`src/udiv128_pkg.sv`:
```
// shared types and constants for the 128-bit unsigned divider
// no dependencies
`timescale 1ns / 1ps

package udiv128_pkg;

    localparam int WORD_W  = 64;
    localparam int NUM_W   = 2 * WORD_W;
    localparam int TDATA_W = 4 * WORD_W;
    localparam int CNT_W   = $clog2(NUM_W);

    localparam logic [CNT_W-1:0] LAST_STEP = CNT_W'(NUM_W - 1);

    typedef enum logic [1:0] {
        ST_IDLE,
        ST_RUN,
        ST_DONE
    } udiv128_state_t;

    typedef struct packed {
        logic load;
        logic step;
        logic out_load;
    } udiv128_cmd_t;

endpackage

```
`src/udiv128_quotient_remainder.sv`:
```
// Unsigned 128-bit divider, quotient and remainder of one item at a time.
//
// Input channel s_axis: tdata carries dividend and divisor, 64-bit words,
// low word first. Output channel m_axis: tdata carries quotient and
// remainder in the same layout, tuser flags a zero divisor, in which case
// quotient and remainder are all zero.
// An accepted item runs 128 steps of a radix-2 shift-subtract loop, one
// quotient bit per clock through a single 130-bit subtract and compare.
// The result goes to the output register once the loop is done; a new item
// is accepted only after the previous one has left the loop.
// Finished results sit in an output register, so the next item is taken
// in while the previous result still waits. If the receiver stalls long
// enough, the loop holds its finished result until the output register
// frees up and s_axis_tready stays low meanwhile.
// Reset (rst_n, asynchronous, active low) empties the loop and the output
// register; s_axis_tready stays low during reset and an item can be taken
// at the first clock edge after reset is released.
// depends on udiv128_pkg, udiv128_ctrl, udiv128_dp
`timescale 1ns / 1ps

module udiv128_quotient_remainder
    import udiv128_pkg::*;
(
    input  logic               clk,
    input  logic               rst_n,
    input  logic               s_axis_tvalid,
    output logic               s_axis_tready,
    // dividend_low, dividend_high, divisor_low, divisor_high
    input  logic [TDATA_W-1:0] s_axis_tdata,
    output logic               m_axis_tvalid,
    input  logic               m_axis_tready,
    // quotient_low, quotient_high, remainder_low, remainder_high
    output logic [TDATA_W-1:0] m_axis_tdata,
    // zero_divisor
    output logic               m_axis_tuser
);

    udiv128_cmd_t cmd;

    udiv128_ctrl u_ctrl (
        .clk       (clk),
        .rst_n     (rst_n),
        .in_valid  (s_axis_tvalid),
        .in_ready  (s_axis_tready),
        .out_valid (m_axis_tvalid),
        .out_ready (m_axis_tready),
        .cmd       (cmd)
    );

    udiv128_dp u_dp (
        .clk      (clk),
        .cmd      (cmd),
        .in_data  (s_axis_tdata),
        .out_data (m_axis_tdata),
        .out_zero (m_axis_tuser)
    );

`ifndef SYNTHESIS
    assert property (@(posedge clk) disable iff (!rst_n)
        m_axis_tvalid && m_axis_tuser |-> m_axis_tdata == '0)
        else $error("zero divisor result carries nonzero data");

    assert property (@(posedge clk) disable iff (!rst_n)
        cmd.load |-> s_axis_tvalid && s_axis_tready)
        else $error("load without input accept");

    assert property (@(posedge clk) disable iff (!rst_n)
        s_axis_tvalid && s_axis_tready |=> !s_axis_tready)
        else $error("input still ready after accept");

    assert property (@(posedge clk) disable iff (!rst_n)
        cmd.out_load |=> m_axis_tvalid)
        else $error("output not valid after result load");
`endif

endmodule

```
`src/udiv128_dp.sv`:
```
// datapath of the divider: shift-subtract remainder, quotient and result registers
// depends on udiv128_pkg
`timescale 1ns / 1ps

module udiv128_dp
    import udiv128_pkg::*;
(
    input  logic                clk,
    input  udiv128_cmd_t        cmd,
    input  logic [TDATA_W-1:0]  in_data,
    output logic [TDATA_W-1:0]  out_data,
    output logic                out_zero
);

    logic [NUM_W-1:0] rem_reg;
    logic [NUM_W-1:0] rem_next;
    logic [NUM_W-1:0] quo_reg;
    logic [NUM_W-1:0] quo_next;
    logic [NUM_W-1:0] dvs_reg;
    logic [NUM_W-1:0] dvs_next;
    logic             zero_reg;
    logic             zero_next;
    logic [TDATA_W-1:0] res_reg;
    logic [TDATA_W-1:0] res_next;
    logic             res_zero_reg;
    logic             res_zero_next;

    logic [NUM_W:0]   shifted;
    logic [NUM_W+1:0] diff;
    logic             take;

    // shift in the next dividend bit and try the subtraction
    assign shifted = {rem_reg, quo_reg[NUM_W-1]};
    assign diff    = {1'b0, shifted} - {2'b00, dvs_reg};
    assign take    = ~diff[NUM_W+1];

    always_comb
    begin
        rem_next      = rem_reg;
        quo_next      = quo_reg;
        dvs_next      = dvs_reg;
        zero_next     = zero_reg;
        res_next      = res_reg;
        res_zero_next = res_zero_reg;
        if (cmd.load)
        begin
            rem_next  = '0;
            quo_next  = in_data[NUM_W-1:0];
            dvs_next  = in_data[TDATA_W-1:NUM_W];
            zero_next = (in_data[TDATA_W-1:NUM_W] == '0);
        end
        else if (cmd.step)
        begin
            rem_next = take ? diff[NUM_W-1:0] : shifted[NUM_W-1:0];
            quo_next = {quo_reg[NUM_W-2:0], take};
        end
        if (cmd.out_load)
        begin
            res_next      = zero_reg ? '0 : {rem_reg, quo_reg};
            res_zero_next = zero_reg;
        end
    end

    always_ff @(posedge clk)
    begin
        rem_reg      <= rem_next;
        quo_reg      <= quo_next;
        dvs_reg      <= dvs_next;
        zero_reg     <= zero_next;
        res_reg      <= res_next;
        res_zero_reg <= res_zero_next;
    end

    assign out_data = res_reg;
    assign out_zero = res_zero_reg;

endmodule

```
`src/udiv128_ctrl.sv`:
```
// controller of the divider: step sequencing and output register handshake
// depends on udiv128_pkg
`timescale 1ns / 1ps

module udiv128_ctrl
    import udiv128_pkg::*;
(
    input  logic         clk,
    input  logic         rst_n,
    input  logic         in_valid,
    output logic         in_ready,
    output logic         out_valid,
    input  logic         out_ready,
    output udiv128_cmd_t cmd
);

    udiv128_state_t   state_reg;
    udiv128_state_t   state_next;
    logic [CNT_W-1:0] cnt_reg;
    logic [CNT_W-1:0] cnt_next;
    logic             out_valid_reg;
    logic             out_valid_next;

    always_comb
    begin
        state_next = state_reg;
        cnt_next   = cnt_reg;
        case (state_reg)
            ST_IDLE:
            begin
                cnt_next = '0;
                if (in_valid)
                begin
                    state_next = ST_RUN;
                end
            end
            ST_RUN:
            begin
                cnt_next = cnt_reg + 1'b1;
                if (cnt_reg == LAST_STEP)
                begin
                    state_next = ST_DONE;
                end
            end
            ST_DONE:
            begin
                if (!out_valid_reg || out_ready)
                begin
                    state_next = ST_IDLE;
                end
            end
            default:
            begin
                state_next = ST_IDLE;
            end
        endcase
    end

    always_comb
    begin
        cmd      = '0;
        in_ready = 1'b0;
        case (state_reg)
            ST_IDLE:
            begin
                // no item is taken while reset is held
                in_ready = rst_n;
                cmd.load = in_valid && rst_n;
            end
            ST_RUN:
            begin
                cmd.step = 1'b1;
            end
            ST_DONE:
            begin
                cmd.out_load = !out_valid_reg || out_ready;
            end
            default:
            begin
                cmd = '0;
            end
        endcase
    end

    always_comb
    begin
        out_valid_next = out_valid_reg;
        if (cmd.out_load)
        begin
            out_valid_next = 1'b1;
        end
        else if (out_ready)
        begin
            out_valid_next = 1'b0;
        end
    end

    always_ff @(posedge clk or negedge rst_n)
    begin
        if (!rst_n)
        begin
            state_reg     <= ST_IDLE;
            cnt_reg       <= '0;
            out_valid_reg <= 1'b0;
        end
        else
        begin
            state_reg     <= state_next;
            cnt_reg       <= cnt_next;
            out_valid_reg <= out_valid_next;
        end
    end

    assign out_valid = out_valid_reg;

endmodule

```
`config.mk`:
```
export PLATFORM = sky130hd
export DESIGN_NAME = udiv128_quotient_remainder
export DESIGN_NICKNAME = d
export VERILOG_FILES = /design/src/udiv128_pkg.sv /design/src/udiv128_quotient_remainder.sv /design/src/udiv128_dp.sv /design/src/udiv128_ctrl.sv
export SDC_FILE = /design/constraint.sdc
export NUM_CORES = 1
export LEC_CHECK = 0
export BUFFER_PORTS_ARGS = -buffer_cell sky130_fd_sc_hd__buf_2
export CELL_PAD_IN_SITES_DETAIL_PLACEMENT = 0
export CELL_PAD_IN_SITES_GLOBAL_PLACEMENT = 1
export CORE_MARGIN = 2
export CORE_UTILIZATION = 25
export CTS_CLUSTER_SIZE = 10
export DETAILED_ROUTE_END_ITERATION = 10
export GPL_TIMING_DRIVEN = 0
export PLACE_DENSITY = 0.63
export SYNTH_ARGS = -nofsm -noshare
export SYNTH_HDL_FRONTEND = slang
export SYNTH_SLANG_ARGS = --single-unit
```
`constraint.sdc`:
```
create_clock -name clk -period 12.31 [get_ports clk]
set_input_delay 0 -clock clk [delete_from_list [all_inputs] [get_ports clk]]
set_output_delay 0 -clock clk [all_outputs]
set_load 0.1 [all_outputs]
```
### Word level (Yosys, flattened, before mapping)

Cells that the tools add are included.

| operators by class | value |
|---|---|
| equality and inequality tests | 6 |
| bitwise logic cells | 1 |
| reduce and logical (&&, ||, !) cells | 9 |
| mux-type cells | 14 |
| add/sub/neg operators | 2 |

Operators by type and width:

| operator | count |
|---|---|
| 128-bit 2-to-1 mux | 3 |
| 129-bit by 128-bit subtractor with 130-bit output | 1 |
| 128-bit zero test | 1 |
| 7-bit one-hot mux with 2 select lines | 1 |
| 7-bit by 1-bit adder with 7-bit output (second input constant) | 1 |
| 7-bit == test (second input constant) | 1 |
| 1-bit 2-to-1 mux | 6 |
| 2-bit 2-to-1 mux | 3 |
| 2-bit one-hot mux with 3 select lines | 1 |
| 2-bit nonzero test | 3 |
| 2-bit by 1-bit != test with 1-bit output (second input constant) | 2 |
| 3-bit AND reduction | 1 |
| 2-bit by 1-bit == test with 1-bit output (second input constant) | 1 |
| 2-bit == test (second input constant) | 1 |
| 2-bit zero test | 1 |
| 2-bit != test (second input constant) | 1 |
| 1-bit logical AND | 1 |
| 1-bit zero test | 1 |
| 1-bit logical OR | 1 |
| 1-bit inverter | 1 |

| storage, ports and cells | value |
|---|---|
| word-level logic and storage cells | 41 |
| flip-flop bits (word level) | 652 |
| output and inout bits | 259 |

### Longest topological paths before layout

Gate-level depths: netlist of run 1.

| logic depth | value |
|---|---|
| depth after elaboration | 4 |
| depth in mapped cells | 18 |
| depth with buffers taken out | 16 |

### Hierarchy

From an unflattened synthesis of run 1, not the netlist that was laid out.

| second synthesis, totals | value |
|---|---|
| cell total of the unflattened synthesis | 3286 |
| area total of the unflattened synthesis | 34634.5 µm² |

Modules (own cells, without submodules):

| module | area each (µm²) | cells an instance | seq. area each (µm²) | times used |
|---|---|---|---|---|
| udiv128_dp | 34083.9 | 3230 | 17997.3 | 1 |
| udiv128_ctrl | 550.5 | 56 | 250.2 | 1 |

### Worst setup path after synthesis of run 1

Ideal clock, no wire load.

| timing path | value |
|---|---|
| path type | register to register |
| start | register u_ctrl.out_valid_reg (netlist: u_ctrl.out_valid) |
| end | register u_dp.res_reg[0] (netlist: u_dp.out_data[0]), enable pin |
| path slack | -0.823 ns |
| stages on the path, launching flop included | 3 |
| path buffers | 0 |
| arrival | 12.225 ns |
| cell sequence | dfrtp_1 > nand2b_1 > nor2b_1 |

RTL lines:

| element | RTL line | RTL |
|---|---|---|
| start, declared | udiv128_ctrl.sv:21 | `logic out_valid_reg;` |
| start signal, assigned | udiv128_ctrl.sv:110 | `out_valid_reg <= out_valid_next;` |
| end signal, assigned | udiv128_dp.sv:70 | `res_reg <= res_next;` |
| end, declared | udiv128_dp.sv:23 | `logic [TDATA_W-1:0] res_reg;` |

### Final worst setup path of run 1

| timing path | value |
|---|---|
| start | register u_dp.dvs_reg[0] |
| end | register u_dp.rem_reg[124] |

| on the way | value |
|---|---|
| word-level cells in the longest chain between the ends | 2 |

Ends and longest elaborated chain:

| element | RTL line | RTL |
|---|---|---|
| start, declared | udiv128_dp.sv:19 | `logic [NUM_W-1:0] dvs_reg;` |
| start signal, assigned | udiv128_dp.sv:68 | `dvs_reg <= dvs_next;` |
| 129-bit by 128-bit subtractor with 130-bit output | udiv128_dp.sv:34 | `assign diff = {1'b0, shifted} - {2'b00, dvs_reg};` |
| 128-bit 2-to-1 mux | udiv128_dp.sv:54 | `rem_next = take ? diff[NUM_W-1:0] : shifted[NUM_W-1:0];` |
| end signal, assigned | udiv128_dp.sv:66 | `rem_reg <= rem_next;` |
| end, declared | udiv128_dp.sv:15 | `logic [NUM_W-1:0] rem_reg;` |

No other way between the ends.
A chain may end at the register's enable or synchronous reset.

==> metrics.md, run 1 <==
| Metric | Value |
|---|---|
| Die ar. | 135000 µm² |
| Routed WL | 130000 µm |
| Yosys Warn Count | 0 |
| Reg-to-reg endpoint | u_dp.rem_reg[124] |
| Min-delay src | s_axis_tdata[176] |
| Power Total | 9360 µW |
| DP Worst Slack | 6.78 ns |
| Setup TNS | 0 ns |
| CP Data Required Time | 12.93 ns |
| Starting Density | 25.2% |
| Max_slew headroom | 20.2% |
| Die height | 368 µm |
| Residual DRC | 0 |
| Synth Instances | 3307 |
| Die X | 368 µm |
| Status | finished, final reports clean |
| Hold_ws | 0.0513 ns |
| Clk pwr share | 25.2% |
| Share of cells above drive strength 1 | 16.9% |
| Leakage | 0.0176 µW |
| Number of synthesized register bits | 652 |
| Crit path kind | reg2reg |
| FMAX | 179 MHz |
| Unique cell type count in the Yosys netlist | 80 |
| Pwr Density | 213 nW/µm² |
| Max reg flops | 256 |
| P_int | 5620 µW |
| Switching Fraction | 40.0% |
| Register area share after synthesis | 55.2% |
| Simple logic cell fraction of the synthesized area | 18.2% |
| Worst IR Drop VDD | 0.104 mV |
| Antenna violations before repair | 14 |
| Largest family of logic cells by synthesized area | simple AND/OR/NAND/NOR gates |
| Comb power frac | 40.7% |
| Post-layout net count | 4618 |
| Number of flops mapped to enable cells by yosys | 514 |
| Synth area leader | edfxtp_1 |
| NetSw | 3740 µW |
| CTS tree | yes |
| Mean number of vias per cell | 4.65 |
| Async set-or-reset flop fraction in the synthesized netlist | 1.53% |
| Core area | 131000 µm² |
| Clock tree buffer depth | 3 |
| Filler cells | 13700 |
| Global Route Usage Sum | 18.8% |
| FF/Latch Area | 18200 µm² |
| CTS clk-pin slew, worst paths | 0.06 ns |
| Clk sinks | 652 |
| Ports | 519 |
| Final period util | 45.4% |
| Clk Latency, worst-skew pair | 0.73 ns |
| Startpoint types | register |
| Prevailing post-synth register cell | edfxtp_1 |
| Num rows | 133 |
| Synth Area in XOR/XNOR | 3.18% |
| Post-CTS Resized | 0 |
| Vias in the first global route | 28000 |
| Data arrival, critical path | 6.21 ns |
| DR iter-0 viols | 2121 |
| Cts bufs inserted | 84 |
| Routed len/inst | 21.5 µm |
| Synth Area in Adders | 4.94% |
| Area share of the largest cell type after synthesis | 46.7% |
| Gr ovfl total | 0 |
| Unrepaired setup endpoints after global routing | no |
| Sequential power share | 34.1% |
| Post-layout min period | 5.59 ns |
| Largest net degree at the start of global routing | 80 |
| Cell Area, Synth | 33100 µm² |
| Pre-antenna DRT Iters | 5 |
| Total number of vias | 28100 |
| Mux cell area share after synthesis | 0.333% |
| Top post-synthesis cells by area | edfxtp_1 (47%), dfxtp_1 (7.7%), nand2_1 (7.3%) |
| Final Hold Viols | 0 |
| Worst Slack Setup Final | 6.72 ns |
| First-pass GRT wire length | 188000 µm |
| Routed Antenna Nets | 0 |
| Synth Area in Compound Gates | 14.0% |
| Hold path depth | 2 |
| Slew Viols, Final | 0 |
| R2R setup slack | 6.72 ns |
| Synthesized area per cell | 10.0 µm² |
| Number of max-cap violations | 0 |
| Reg-to-Reg Start | u_dp.dvs_reg[0] |
| Setup Skew | 0.0807 ns |
| Final GP Congestion | 0.918 |
| CP Capture Type | register |
| Reg2reg path depth | 15 |
| HPWL after DPL | 101000 µm |
| CP max FO | 4 |
| Syn Nets | 3697 |
| Slew @ Worst Pin | 1.20 ns |
| Hold/Removal Path Class | in2reg |
| Root Driver | clkbuf_16 |
| Area growth syn-to-layout | 32.8% |
| WHS Endpoint | u_dp.dvs_reg[48] |
| Port Buffer Count | 518 |
| Area occupied by multi-input gates | 13500 µm² |
| # setup viols final | 0 |
| # H-tree levels | 3 |
[power groups by stage]
stage          clock network, µW  registers (µW)  logic [µW]
2_1_floorplan                  0            3040        2660
3_3_place_gp                   0            3220        3660
3_5_place_dp                   0            3220        3670
4_1_cts                     2430            3180        3770
5_1_grt                     2510            3230        4230
6_report                    2360            3190        3810
[metal layers]
layer,global-route usage [%],up-vias,routed length (µm)
li1,-,13500,-
met1,26.4,13500,61100
met2,29.5,891,58500
met3,3.06,152,7350
met4,5.45,4,3260
met5,0,-,27
[cell type report]
class	instances	share of cell area, %
sequential	652	41.5
buffer	179	1.68
tap	1755	5.00
antenna	10	0.0570
multi-input combinational	2305	30.7
clock inverter	28	0.843
timing repair buffer	835	13.6
clock buffer	113	5.08
inverter	171	1.47
[cells in the final DEF, fill, tap and decap left out, drive strengths merged, types with 63 or more instances in the layout]
cell type    Yosys  layout
dlygate4sd3      0     300
edfxtp         514     514
clkbuf         131     244
xnor2           83      83
dfxtp          128     128
a21oi          274     274
inv            171     172
nor2           152     152
o21ai          221     221
a21o            63      63
nand2          642     642
nor2b          266     266
ha             129     129
buf             48     583
nand4           66      66
[per-stage QoR]
stage / utilization [%] / instance area (µm²) / instances
2_1_floorplan: - / 33100 / 3307
3_3_place_gp: 28.8 / 37900 / 5580
3_5_place_dp: 29.1 / 38300 / 5597
4_1_cts: 33.4 / 43900 / 6038
5_1_grt: 33.4 / 43900 / 6039
6_report: 33.4 / 43900 / 6048
[worst max path at each step]
stage                                    from                  to  slack (ns)  depth (start not counted)
after floorplan              u_ctrl.out_valid    u_dp.out_data[0]        4.14                          2
after global placement    u_ctrl.state_reg[1]  u_dp.out_data[180]        0.08                          3
after detailed placement      u_dp.dvs_reg[0]   u_dp.rem_reg[124]        6.78                         15
after CTS                     u_dp.dvs_reg[0]   u_dp.rem_reg[124]        6.72                         15
after global routing          u_dp.dvs_reg[0]   u_dp.rem_reg[124]        6.50                         15
final                         u_dp.dvs_reg[0]   u_dp.rem_reg[124]        6.72                         15
[cells in the mapped netlist (7+ instances only)]
library cell and number:
o211ai_1 11, nand3_1 31, nand2_1 641, o21a_1 16
a211oi_1 7, nor4_1 39, mux2i_1 11, a21oi_1 273
a31oi_1 17, nand2b_1 10, dfxtp_1 128, edfxtp_1 514
a21o_1 63, clkbuf_1 130, nand4_1 66, o31ai_1 10
o21ai_0 201, inv_1 171, and4_1 7, and3_1 15
xnor2_1 83, o21ai_1 18, and2_1 8, ha_1 129
a32oi_1 20, a22o_1 14, o21bai_1 34, nor2_1 152
dfrtp_1 10, nor2b_1 266, buf_2 42, xor2_1 37
a21boi_0 8, nor3_1 26
[what timing repair did]
action                                 CTS  global route
endpoints found under the hold margin  272             0
hold buffers                           300             0
setup endpoints to repair                0             0
buffers inserted                         0             0
[worst max-delay path, stage by stage, from the launching register on]
cell and delay (ns):
edfxtp_1 0.42, ha_1 0.25, fa_1 0.39, nor2b_1 0.22, o2111ai_1 0.18, a21oi_1 0.41, o2111ai_1 0.23, a311oi_1 0.51
o21ai_0 0.41, a21oi_1 0.73, a41o_1 0.38, a21oi_1 0.21, o21ai_0 0.55, a31oi_1 0.28, mux2i_1 0.22, nand2_1 0.06
[kinds of logic after synthesis]
group                      Yosys count
xor gates and xnor gates           120
and+or+nand+nor                   1287
DFF                                652
buffers and inverters              350
muxes                               11
adders and majority gates          130
AOI/OAI and AO/OA                  757
Note: power is estimated with default switching activity, not from simulation.
==> inputs of run 2 (changes only) <==
ABC_AREA = 1   (was default)
PLACE_DENSITY = 0.65   (was 0.63)
clock period = 5 ns   (was 12.31 ns; I/O delays follow)
==> run 2 against run 1 <==
Die area increased by 19%. Largest power group unchanged. Via count rose by 33%. Register-to-register slack lost 5.4 ns. Non-clock buffer count fell by 19. Core utilization fell by 0.96 points. Total power grew to 2.9 times the previous value. Highest routed layer unchanged. Fmax rose by 51%. Sequential share of layout area is 5.6 points lower. Cell count increased by 41%. Critical path depth decreased by 4. First-iteration DRC count is 14% higher. Global-route usage grew 1.8 points.
==> metrics.md, run 2 <==
| Metric | Value |
|---|---|
| Share of cells above drive strength 1 | 11.9% (was 16.9%) |
| Clk sinks | 652 (unchanged) |
| R2R setup slack | 1.30 ns (was 6.72 ns) |
| First-pass GRT wire length | 244000 µm (was 188000 µm) |
| Post-layout net count | 6798 (was 4618) |
| Async set-or-reset flop fraction in the synthesized netlist | 1.53% (unchanged) |
| Port Buffer Count | 518 (unchanged) |
| Synth Instances | 5455 (was 3307) |
| Synth Area in Adders | 4.15% (was 4.94%) |
| Final Hold Viols | 0 (unchanged) |
| Commonest cells after routing, fill and taps aside | nand2_1 (1854), inv_1 (1176), buf_2 (548) (was nand2_1 (641), buf_2 (560), edfxtp_1 (514)) |
| Data arrival, critical path | 4.06 ns (was 6.21 ns) |
| Cell Area, Synth | 39400 µm² (was 33100 µm²) |
| Startpoint types | register (unchanged) |
| Number of max-cap violations | 0 (unchanged) |
| # setup viols final | 0 (unchanged) |
| CP top delay family | buffers and inverters (was compound AO/OA/AOI/OAI gates) |
| Routed Antenna Nets | 0 (unchanged) |
| DP Worst Slack | 1.25 ns (was 6.78 ns) |
| Syn Nets | 5845 (was 3697) |
| Hold_ws | 0.0548 ns (was 0.0513 ns) |
| FMAX | 270 MHz (was 179 MHz) |
| Unique cell type count in the Yosys netlist | 42 (was 80) |
| Largest net degree at the start of global routing | 96 (was 80) |
| Mean number of vias per cell | 4.37 (was 4.65) |
| Die height | 401 µm (was 368 µm) |
| Worst Setup EP | u_dp.quo_reg[29] (was u_dp.rem_reg[124]) |
| Area growth syn-to-layout | 28.9% (was 32.8%) |
| Synthesized area per cell | 7.22 µm² (was 10.0 µm²) |
| Pre-antenna DRT Iters | 5 (unchanged) |
| Placed cells | 8042 (was 5597) |
| Simple logic cell fraction of the synthesized area | 30.3% (was 18.2%) |
| Clock tree buffer depth | 3 (unchanged) |
| CP Capture Type | register (unchanged) |
| Gr ovfl total | 0 (unchanged) |
| CTS tree | yes (unchanged) |
| Max reg flops | 256 (unchanged) |
| Final GP Congestion | 0.998 (was 0.918) |
| Synth Area in Compound Gates | 4.66% (was 14.0%) |
| Routed WL | 169000 µm (was 130000 µm) |
| CTS clk-pin slew, worst paths | 0.06 ns (about the same) |
| CP cell instances | buf_2, nor2_1, inv_1, nor2_1, nand2_1, inv_2, nor2_4, inv_2, buf_2, buf_6, buf_16 (was ha_1, fa_1, nor2b_1, o2111ai_1, a21oi_1, o2111ai_1, a311oi_1, o21ai_0, a21oi_1, a41o_1, a21oi_1, o21ai_0, a31oi_1, mux2i_1, nand2_1) |
| Total number of vias | 37300 (was 28100) |
| CP Data Required Time | 5.36 ns (was 12.93 ns) |
| Global Route Usage Sum | 20.6% (was 18.8%) |
| Mux cell area share after synthesis | 0% (was 0.333%) |
| Most frequent cell after synthesis | nand2_1 (unchanged) |
| Worst IR Drop VDD | 0.261 mV (was 0.104 mV) |
| Die ar. | 161000 µm² (was 135000 µm²) |
| Routed len/inst | 19.8 µm (was 21.5 µm) |
| Slowest CP cell | buf_6 (was a21oi_1) |
| Die X | 401 µm (was 368 µm) |
| Fin cells | 8524 (was 6048) |
| Largest family of logic cells by synthesized area | simple AND/OR/NAND/NOR gates (unchanged) |
| Antenna violations before repair | 10 (was 14) |
| Unrepaired setup endpoints after global routing | no (unchanged) |
| Ports | 519 (unchanged) |
| Power Total | 27400 µW (was 9360 µW) |
| Number of flops mapped to enable cells by yosys | 514 (unchanged) |
| Clk Latency, worst-skew pair | 0.72 ns (was 0.73 ns) |
| Register area share after synthesis | 46.3% (was 55.2%) |
| Worst Slack Setup Final | 1.30 ns (was 6.72 ns) |
| Root Driver | clkbuf_16 (unchanged) |
| Area share of the largest cell type after synthesis | 39.2% (was 46.7%) |
| Vias in the first global route | 37200 (was 28000) |
| Yosys Warn Count | 0 (unchanged) |
| Status | finished, final reports clean (unchanged) |
| Post-layout min period | 3.70 ns (was 5.59 ns) |
| Slew Viols, Final | 0 (unchanged) |
| Post-CTS Resized | 0 (unchanged) |
| Pwr Density | 540 nW/µm² (was 213 nW/µm²) |
| Synth area leader | edfxtp_1 (unchanged) |
| Buffers & Inverters on Critical Path | 7 (was 0) |
| Reg2reg path depth | 11 (was 15) |
| Hold/Removal Path Class | in2reg (unchanged) |
| Top post-synthesis cells by area | edfxtp_1 (39%), nand2_1 (18%), inv_1 (11%) (was edfxtp_1 (47%), dfxtp_1 (7.7%), nand2_1 (7.3%)) |
| Number of synthesized register bits | 652 (unchanged) |
| Reg-to-Reg Start | u_ctrl.state_reg[1] (was u_dp.dvs_reg[0]) |
| Post-synth top cells | nand2_1 (1854), inv_1 (1176), nor2_1 (527), edfxtp_1 (514), nand3_1 (346) (was nand2_1 (641), edfxtp_1 (514), a21oi_1 (273), nor2b_1 (266), o21ai_0 (201)) |
| HPWL after DPL | 139000 µm (was 101000 µm) |
| Synth Area in XOR/XNOR | 1.40% (was 3.18%) |
| CP max stage delay | 0.51 ns (was 0.73 ns) |
| Crit path depth | 11 (was 15) |
| Max_slew headroom | 17.1% (was 20.2%) |
| Slew @ Worst Pin | 1.24 ns (was 1.20 ns) |
| Reg-to-reg endpoint | u_dp.quo_reg[29] (was u_dp.rem_reg[124]) |
| Num rows | 145 (was 133) |
| CP max FO | 80 (was 4) |
| Prevailing post-synth register cell | edfxtp_1 (unchanged) |
| Starting Density | 25.2% (about the same) |
| # H-tree levels | 3 (unchanged) |
| Final period util | 74.0% (was 45.4%) |
| Crit path kind | reg2reg (unchanged) |
| Core area | 156000 µm² (was 131000 µm²) |
| Cts bufs inserted | 82 (was 84) |
| Crit path from | u_ctrl.state_reg[1] (was u_dp.dvs_reg[0]) |
| Leakage | 0.0252 µW (was 0.0176 µW) |
| DR iter-0 viols | 2421 (was 2121) |
| Setup Skew | 0.0425 ns (was 0.0807 ns) |
| Residual DRC | 0 (unchanged) |
| Commonest non-fill, non-tap cell in the layout | nand2_1 (unchanged) |
run 2: changes by cell type in the layout (fill, tap and decap cells not counted), sizes merged, moves of 24 or more:
cell and change:
a21o -63, a21oi -165, clkbuf -63, dlygate4sd3 +40, inv +1039, nand2 +1229
nand3 +316, nand3b +31, nand4 -24, nor2 +398, nor2b -266, xor2 -35
run 2: final cells by class:
type,instances,area [µm²]
Buffer,126,658
Antenna cell,6,15.0
Clock buffer,112,2160
Multi-Input combinational cell,3468,16000
Tap cell,2058,2570
Clock inverter,24,347
Fill cell,17100,106000
Sequential cell,652,18200
Timing Repair Buffer,869,6240
Inverter,1209,4540
run 2: worst min path at each step:
| stage | from | endpoint | slack (ns) | depth (start not counted) |
|---|---|---|---|---|
| floorplan | rst_n | u_ctrl.cnt_reg[0] | -0.30 | 0 |
| global placement | rst_n | u_ctrl.state_reg[1] | -0.11 | 1 |
| detailed placement | rst_n | u_ctrl.out_valid | -0.11 | 1 |
| CTS | s_axis_tdata[170] | u_dp.dvs_reg[42] | 0.0008 | 2 |
| global route | s_axis_tdata[170] | u_dp.dvs_reg[42] | 0.04 | 2 |
| finish | s_axis_tdata[192] | u_dp.dvs_reg[64] | 0.05 | 2 |
run 2: stage by stage:
step | TNS [ns] | instance area, µm² | util [%]
final | 0 | 50800 | 32.5
after global routing | 0 | 50700 | 32.4
after CTS | 0 | 50700 | 32.4
after detailed placement | 0 | 44800 | 28.7
after global placement | -690.42 | 44600 | 28.5
after floorplan | 0 | 39400 | -
run 2: routing by layer:
| layer | up-vias | track usage [%] | share of wire, % |
|---|---|---|---|
| li1 | 18700 | - | - |
| met1 | 17300 | 26.6 | 45 |
| met2 | 1063 | 34.7 | 47 |
| met3 | 218 | 3.00 | 4.9 |
| met4 | 4 | 7.38 | 3.6 |
| met5 | - | 0 | 0.0083 |
run 2: timing repair:
| item | in CTS | in global routing |
|---|---|---|
| hold buffers | 340 | 0 |
| hold endpoints to repair | 287 | 0 |
| buffers inserted | 0 | 0 |
run 2: logic make-up (layout without fill, tap and decap cells):
logic type,count (synthesis),in the layout
buf+inv,1335,2340
xor+xnor,63,63
compound gates,353,353
fa+ha+maj,130,130
simple gates,2922,2922
other cells,0,6
flops,652,652
run 2: power by group:
| part | leakage [µW] | switching [µW] | internal [µW] | total [µW] |
|---|---|---|---|---|
| registers | 0.00607 | 530 | 7180 | 7710 |
| clock network | 0.00120 | 2450 | 3250 | 5700 |
| logic | 0.0180 | 9690 | 4300 | 14000 |
